File: config.mk
export PLATFORM = sky130hd
export DESIGN_NAME = ultrasonic_echo_ranger_top
export DESIGN_NICKNAME = d
export VERILOG_FILES = /design/src/hdl/uer_pkg.sv /design/src/hdl/uer_ctrl.sv /design/src/hdl/uer_dist.sv /design/src/hdl/ultrasonic_echo_ranger_top.sv
export SDC_FILE = /design/constraint.sdc
export NUM_CORES = 1
export LEC_CHECK = 0
export BUFFER_PORTS_ARGS = -buffer_cell sky130_fd_sc_hd__buf_2
export CAP_MARGIN = 20
export CORE_ASPECT_RATIO = 1.75
export CORE_UTILIZATION = 48
export CTS_CLUSTER_DIAMETER = 50
export DETAILED_ROUTE_END_ITERATION = 8
export PLACE_DENSITY = 0.76
export SETUP_SLACK_MARGIN = 0.4
export SKIP_LAST_GASP = 1
export SLEW_MARGIN = 20
export SYNTH_ARGS = -nofsm -noshare
export SYNTH_HDL_FRONTEND = slang
export SYNTH_SLANG_ARGS = --single-unit
File: constraint.sdc
create_clock -name clk -period 6.2 [get_ports clk]
set_input_delay 1.24 -clock clk [delete_from_list [all_inputs] [get_ports clk]]
set_output_delay 1.24 -clock clk [all_outputs]
set_load 0.05 [all_outputs]
File: src/hdl/uer_pkg.sv
// ----------------------------------------------------------------------------
// uer_pkg
// Shared types and constants for the ultrasonic echo ranger.
// ----------------------------------------------------------------------------
package uer_pkg;

  localparam int unsigned CNT_W   = 16;
  localparam int unsigned TRIG_W  = 4;
  localparam int unsigned DIST_W  = 14;
  localparam int unsigned MAXD_W  = 11;
  localparam int unsigned LIMIT_W = 15;
  localparam int unsigned REM_W   = 7;
  localparam int unsigned IDX_W   = 8;
  localparam int unsigned CFG_W   = 16;

  // range in mm = (width*10 + 29) / 58, tracked as a running quotient and remainder
  localparam logic [REM_W-1:0] REM_FIRST = 7'd39;
  localparam logic [REM_W-1:0] REM_STEP  = 7'd10;
  localparam logic [REM_W-1:0] DIVISOR   = 7'd58;

  localparam logic [CNT_W-1:0]  TIMEOUT_RST = 16'd30000;
  localparam logic [MAXD_W-1:0] MAXD_RST    = 11'd400;

  localparam logic [IDX_W-1:0] REG_TIMEOUT  = 8'd0;
  localparam logic [IDX_W-1:0] REG_MAX_DIST = 8'd1;

  localparam logic OP_START = 1'b0;
  localparam logic OP_TICK  = 1'b1;

  localparam logic [1:0] ST_OK      = 2'd0;
  localparam logic [1:0] ST_TIMEOUT = 2'd1;
  localparam logic [1:0] ST_ABOVE   = 2'd2;

  typedef enum logic [1:0] {
    PH_IDLE  = 2'd0,
    PH_TRIG  = 2'd1,
    PH_WAIT  = 2'd2,
    PH_WIDTH = 2'd3
  } phase_t;

  // sequencer to distance tracker
  typedef struct packed {
    logic load;
    logic step;
  } dist_ctl_t;

  // sequencer result flags for one item
  typedef struct packed {
    logic trig;
    logic done;
    logic timeout;
    logic finish;
  } res_ctl_t;

endpackage

File: src/hdl/uer_ctrl.sv
// ----------------------------------------------------------------------------
// uer_ctrl
// Measurement sequencer: trigger pulse, echo wait and echo width countdowns.
// ----------------------------------------------------------------------------
module uer_ctrl #(
  parameter int unsigned TRIG_TICKS = 10
) (
  input  logic                       clk,
  input  logic                       rst_n,
  input  logic                       accept,
  input  logic                       op,
  input  logic                       echo_level,
  input  logic [uer_pkg::CNT_W-1:0]  timeout_ticks,
  output uer_pkg::dist_ctl_t         dist_ctl,
  output uer_pkg::res_ctl_t          res_ctl
);
  import uer_pkg::*;

  localparam logic [TRIG_W-1:0] TRIG_LOAD = TRIG_W'(TRIG_TICKS);

  phase_t              phase_r, phase_nxt;
  logic [CNT_W-1:0]    countdown_r, countdown_nxt;
  logic [TRIG_W-1:0]   trig_cnt_r, trig_cnt_nxt;
  logic [TRIG_W-1:0]   trig_dec;

  always_ff @(posedge clk) begin
    if (!rst_n) begin
      phase_r     <= PH_IDLE;
      countdown_r <= '0;
      trig_cnt_r  <= '0;
    end else if (accept) begin
      phase_r     <= phase_nxt;
      countdown_r <= countdown_nxt;
      trig_cnt_r  <= trig_cnt_nxt;
    end
  end

  assign trig_dec = (trig_cnt_r != '0) ? trig_cnt_r - TRIG_W'(1) : trig_cnt_r;

  always_comb begin
    phase_nxt     = phase_r;
    countdown_nxt = countdown_r;
    trig_cnt_nxt  = trig_cnt_r;
    dist_ctl      = '0;
    res_ctl       = '0;
    if (op == OP_START) begin
      phase_nxt     = PH_TRIG;
      trig_cnt_nxt  = TRIG_LOAD;
      countdown_nxt = '0;
      res_ctl.trig  = 1'b1;
    end else begin
      unique case (phase_r)
        PH_IDLE: begin
        end
        PH_TRIG: begin
          trig_cnt_nxt = trig_dec;
          if (trig_dec == '0) begin
            phase_nxt     = PH_WAIT;
            countdown_nxt = timeout_ticks;
          end else begin
            res_ctl.trig = 1'b1;
          end
        end
        PH_WAIT: begin
          if (echo_level) begin
            dist_ctl.load = 1'b1;
            if (timeout_ticks <= CNT_W'(1)) begin
              phase_nxt       = PH_IDLE;
              countdown_nxt   = '0;
              res_ctl.done    = 1'b1;
              res_ctl.timeout = 1'b1;
            end else begin
              phase_nxt     = PH_WIDTH;
              countdown_nxt = timeout_ticks - CNT_W'(1);
            end
          end else if (countdown_r <= CNT_W'(1)) begin
            phase_nxt       = PH_IDLE;
            countdown_nxt   = '0;
            res_ctl.done    = 1'b1;
            res_ctl.timeout = 1'b1;
          end else begin
            countdown_nxt = countdown_r - CNT_W'(1);
          end
        end
        PH_WIDTH: begin
          if (echo_level) begin
            dist_ctl.step = 1'b1;
            if (countdown_r <= CNT_W'(1)) begin
              phase_nxt       = PH_IDLE;
              countdown_nxt   = '0;
              res_ctl.done    = 1'b1;
              res_ctl.timeout = 1'b1;
            end else begin
              countdown_nxt = countdown_r - CNT_W'(1);
            end
          end else begin
            phase_nxt      = PH_IDLE;
            res_ctl.done   = 1'b1;
            res_ctl.finish = 1'b1;
          end
        end
        default: begin
        end
      endcase
    end
  end

endmodule

File: src/hdl/uer_dist.sv
// ----------------------------------------------------------------------------
// uer_dist
// Running distance in mm over the echo width, with the range limit check.
// ----------------------------------------------------------------------------
module uer_dist (
  input  logic                        clk,
  input  logic                        accept,
  input  uer_pkg::dist_ctl_t          dist_ctl,
  input  logic [uer_pkg::MAXD_W-1:0]  max_distance_cm,
  output logic [uer_pkg::DIST_W-1:0]  dist_mm,
  output logic                        above
);
  import uer_pkg::*;

  logic [DIST_W-1:0]  quo_r, quo_nxt;
  logic [REM_W-1:0]   rem_r, rem_nxt;
  logic [REM_W-1:0]   rem_sum;
  logic [LIMIT_W-1:0] limit;

  always_ff @(posedge clk) begin
    if (accept) begin
      quo_r <= quo_nxt;
      rem_r <= rem_nxt;
    end
  end

  assign rem_sum = rem_r + REM_STEP;

  always_comb begin
    quo_nxt = quo_r;
    rem_nxt = rem_r;
    if (dist_ctl.load) begin
      quo_nxt = '0;
      rem_nxt = REM_FIRST;
    end else if (dist_ctl.step) begin
      if (rem_sum >= DIVISOR) begin
        quo_nxt = quo_r + DIST_W'(1);
        rem_nxt = rem_sum - DIVISOR;
      end else begin
        rem_nxt = rem_sum;
      end
    end
  end

  // max_distance_cm * 10
  assign limit   = {1'b0, max_distance_cm, 3'b000} + {3'b000, max_distance_cm, 1'b0};
  assign dist_mm = quo_r;
  assign above   = LIMIT_W'(quo_r) > limit;

endmodule

File: src/hdl/ultrasonic_echo_ranger_top.sv
// ----------------------------------------------------------------------------
// ultrasonic_echo_ranger_top
// Ultrasonic ranger: trigger pulse, echo timing and distance in millimeters.
// ----------------------------------------------------------------------------
// Input items arrive on the in_ stream: in_tuser carries op (start or one
// microsecond tick), in_tdata carries the sampled echo level. Every input
// item gives exactly one result item on the out_ stream with the trigger
// pin level, the done flag, the distance and the status.
// Registers are written on the cfg_ channel (index 0 timeout_ticks, index 1
// max_distance_cm); cfg_ready is always high, other indexes are ignored.
// The result is registered and shows in the cycle after its input item;
// one item is taken every cycle while in_tready is high, set by the
// sequencer and the running quotient update of the distance tracker.
// The result sits in an output register; a new item is taken while it is
// being delivered, and in_tready drops only while out_tvalid is high and
// out_tready is low.
// Reset (rst_n low, synchronous) returns to idle, empties the output
// register and loads the register defaults (30000 ticks, 400 cm).
// ----------------------------------------------------------------------------
module ultrasonic_echo_ranger_top #(
  parameter int unsigned TRIG_TICKS = 10
) (
  input  logic                       clk,
  input  logic                       rst_n,
  input  logic                       in_tvalid,
  output logic                       in_tready,
  input  logic [7:0]                 in_tdata,   // [0] echo_level
  input  logic                       in_tuser,   // [0] op
  output logic                       out_tvalid,
  input  logic                       out_tready,
  output logic [23:0]                out_tdata,  // [0] trig_out, [14:1] range_mm, [16:15] status
  output logic                       out_tuser,  // [0] done_res
  input  logic                       cfg_valid,
  output logic                       cfg_ready,
  input  logic [uer_pkg::IDX_W-1:0]  cfg_index,
  input  logic [uer_pkg::CFG_W-1:0]  cfg_data
);
  import uer_pkg::*;

  logic [CNT_W-1:0]  timeout_r;
  logic [MAXD_W-1:0] max_dist_r;
  logic              accept;
  dist_ctl_t         dist_ctl;
  res_ctl_t          res_ctl;
  logic [DIST_W-1:0] dist_mm;
  logic              above;
  logic              out_valid_r;
  logic              trig_r;
  logic              done_r;
  logic [DIST_W-1:0] dist_r, dist_nxt;
  logic [1:0]        status_r, status_nxt;

  assign cfg_ready = 1'b1;

  always_ff @(posedge clk) begin
    if (!rst_n) begin
      timeout_r  <= TIMEOUT_RST;
      max_dist_r <= MAXD_RST;
    end else if (cfg_valid) begin
      if (cfg_index == REG_TIMEOUT) begin
        timeout_r <= cfg_data;
      end
      if (cfg_index == REG_MAX_DIST) begin
        max_dist_r <= cfg_data[MAXD_W-1:0];
      end
    end
  end

  assign in_tready = !out_valid_r || out_tready;
  assign accept    = in_tvalid && in_tready;

  uer_ctrl #(
    .TRIG_TICKS(TRIG_TICKS)
  ) u_ctrl (
    .clk          (clk),
    .rst_n        (rst_n),
    .accept       (accept),
    .op           (in_tuser),
    .echo_level   (in_tdata[0]),
    .timeout_ticks(timeout_r),
    .dist_ctl     (dist_ctl),
    .res_ctl      (res_ctl)
  );

  uer_dist u_dist (
    .clk            (clk),
    .accept         (accept),
    .dist_ctl       (dist_ctl),
    .max_distance_cm(max_dist_r),
    .dist_mm        (dist_mm),
    .above          (above)
  );

  always_comb begin
    dist_nxt   = '0;
    status_nxt = ST_OK;
    if (res_ctl.timeout) begin
      status_nxt = ST_TIMEOUT;
    end else if (res_ctl.finish) begin
      dist_nxt   = dist_mm;
      status_nxt = above ? ST_ABOVE : ST_OK;
    end
  end

  always_ff @(posedge clk) begin
    if (!rst_n) begin
      out_valid_r <= 1'b0;
    end else if (accept) begin
      out_valid_r <= 1'b1;
    end else if (out_tready) begin
      out_valid_r <= 1'b0;
    end
  end

  always_ff @(posedge clk) begin
    if (accept) begin
      trig_r   <= res_ctl.trig;
      done_r   <= res_ctl.done;
      dist_r   <= dist_nxt;
      status_r <= status_nxt;
    end
  end

  assign out_tvalid = out_valid_r;
  assign out_tdata  = {7'b0, status_r, dist_r, trig_r};
  assign out_tuser  = done_r;

endmodule
==> flow_summary.ini <==
[clock_network]
cts-resized-gates = 0
cts_hold_buf = 0
cts.path.max_buffers = 2
insertion_delay_ns = 0.35
tritoncts = built
cts_setup_buffers = 0
numCtsBuffers = 9
cts.sinks = 88
cts_max_level = 3
cts_root_buffer = clkbuf_16
clk_pin_slew_ns = 0.06

[power]
seq_power_share_pct = 48.0
power_frac_comb_pct = 9.1
power_density_nw_per_um2 = 208
p_leak_nw = 2.51
irDropWorstVdd_v = 0.000134
internal-power_w = 0.000950
sw_frac_of_total_pct = 26.3
switchingPower_w = 0.000338
p_clk_share_pct = 42.9

[setup_path]
crit_fanout = 17
worstRegToRegCells = 6
r2r_setup_slack_ns = 3.03
worst_setup_path_start_kind = primary input
worstSetupEndpointType = flop
rr_endpoint = u_ctrl.countdown_r[10]
setup.worst_path.end = u_ctrl.countdown_r[10]
cp.required_ns = 6.47
r2r-start = u_ctrl.phase_r[1]
crit_start = in_tdata[0]
path_class = primary input to flop
cp_data_arrival_time_ns = 3.71

[timing]
max_freq_mhz = 291
fin_skew_ns = 0.00722
timing.final.crit_share_pct = 55.4
tightest_slew_ns = 1.03
setup_viol = 0
period_minus_slack_ns = 3.43
hold_violations = 0
rsz0062_at_grt = no
slew_viol_final = 0
setup-tns-final_ns = 0
relSlewSlack_pct = 31.2

[flow_run]
maxCapViolations = 0

[placed_design]
place.gp.congestion = 0.906
port_buffers = 50
dp_hpwl_um = 10300

[logic_synthesis]
avgSynthCellArea_um2 = 8.86
synth.top_cell.area_share_pct = 20.3
synth_area_um2 = 5630
synthCells = 635
async_flop_share_pct = 0
synth_cell_types = 75
synth_seq_area_share_pct = 38.1
synth.area.top_cells = edfxtp_1 20%, dfxtp_1 18%, ha_1 6.4%
synth_top_cell_by_area = edfxtp_1
yosysWarningCount = 0
synth_edf_count = 38
synth_seq_cells = 88
synthFlopType = dfxtp_1

[cells_and_area]
layout_commonest_cell = nor2_1
utilization_pct = 53.8
final_layout_size_suffix_gt1_share_pct = 11.9
syn_to_final_growth_pct = 10.1
nFillCells = 1013
final_cell_mix = 66 x nor2_1, 56 x nand2_1, 50 x buf_2, 50 x dfxtp_1, 38 x edfxtp_1
n_antenna_cell = 0
layout.nets = 735

[global_route]
grt_pass1_wl_um = 22300
grt_pass1_vias = 4766
antenna_found_initial = 0
gr-usage-all-layers_pct = 22.9
grt_max_degree = 26
gr-total-overflow = 0

[detailed_routing]
drtIter0Drc = 280
wl_per_cell_um = 16.8
drt_first_pass_iters = 7
wirelength_um = 13500
remaining_drc_errors = 16
final_antenna_net_count = 0
via_per_inst = 6.16
num_vias = 4969

[die]
die-width_um = 83.8
ios = 66
row_count = 52
core-area_um2 = 11500
dieArea_um2 = 12200
die_h_um = 145
start_util_pct = 48.9

[worst_hold_path]
hp-class = flop to flop

[status]
status = complete, but fails checks
violations = design-rule violations
## worst min-delay path by stage
stage	startpoint	to	slack [ns]	cells after the start
final	u_ctrl.countdown_r[15]	u_ctrl.countdown_r[15]	0.49	2
after global routing	u_ctrl.countdown_r[7]	u_ctrl.countdown_r[7]	0.53	2
after CTS	u_ctrl.countdown_r[15]	u_ctrl.countdown_r[15]	0.49	2
after detailed placement	u_ctrl.countdown_r[15]	u_ctrl.countdown_r[15]	0.47	2
after global placement	u_ctrl.countdown_r[15]	u_ctrl.countdown_r[15]	0.47	2
after floorplan	u_ctrl.countdown_r[15]	u_ctrl.countdown_r[15]	0.45	2
## synthesized netlist by cell type, drive strengths merged, types with 8 or more instances
master,count
nor2,68
nand2,56
dfxtp,50
o21ai,40
edfxtp,38
a21oi,29
ha,29
inv,26
mux2i,26
nor3,22
clkbuf,19
xor2,19
nand3,17
xnor2,17
and2,16
buf,16
nor4,13
a21o,9
a22oi,9
or3,9
o211ai,8
or4,8
## cells by family after synthesis
group / share of synthesized area (%)
compound gates: 17.3
flops: 38.1
fa+ha+maj: 6.80
mux: 4.63
buf+inv: 4.91
simple gates: 22.6
other cells: 0.133
xor+xnor: 5.60
## state kept, by name (all words and copies together) (netlist names)
name                flops
u_dist.dist_mm         14
u_dist.rem_r            6
u_ctrl.trig_cnt_r       4
u_ctrl.countdown_r     16
dist_r                 14
max_dist_r             11
u_ctrl.phase_r          2
out_tvalid              1
trig_r                  1
timeout_r              16
status_r                2
out_tuser               1
## per-stage QoR
stage / hold slack [ns] / cell area, µm² / total power, W / std cells / setup slack, ns
6_report: 0.490 / 6200 / 0.00129 / 807 / 2.77
5_1_grt: 0.527 / 6200 / 0.00133 / 807 / 2.51
4_1_cts: 0.490 / 6200 / 0.00130 / 807 / 2.78
3_5_place_dp: 0.475 / 5890 / 0.000748 / 791 / 2.43
3_3_place_gp: 0.470 / 5890 / 0.000745 / 791 / 2.45
2_1_floorplan: 0.450 / 5650 / 0.000722 / 641 / 3.06
## final cells by class
| class | count | area, µm² | share of cell area, % |
|---|---|---|---|
| multi-input cells | 492 | 3230 | 52.2 |
| inverters | 26 | 97.6 | 1.57 |
| repair buffers | 50 | 250 | 4.04 |
| well taps | 135 | 169 | 2.73 |
| flip-flops and latches | 88 | 2140 | 34.6 |
| clock buffers | 10 | 250 | 4.04 |
| clock inverters | 6 | 55.1 | 0.888 |
## power groups by stage
stage               Clock (W)  Sequential [W]  Combinational [W]
global placement            0        0.000631           0.000114
finish               0.000552        0.000619           0.000117
floorplan                   0        0.000647          0.0000755
CTS                  0.000561        0.000619           0.000117
global route         0.000586        0.000620           0.000127
detailed placement          0        0.000632           0.000116
## critical path: stages
cell	delay [ns]
buf_2	0.19
nand2b_1	0.22
nor2_1	0.66
nor2_1	0.15
a311oi_2	0.91
a22oi_1	0.21
o21ai_1	0.12
## routing by layer
layer  up-vias  share of wire (%)  track usage [%]
met2       151                 53             41.1
met5         -                  0                0
met1      2387                 38             23.9
li1       2380                  -                -
met4         0                6.1             15.0
met3        51                3.4             4.44
Note: power is estimated with default switching activity, not from simulation.
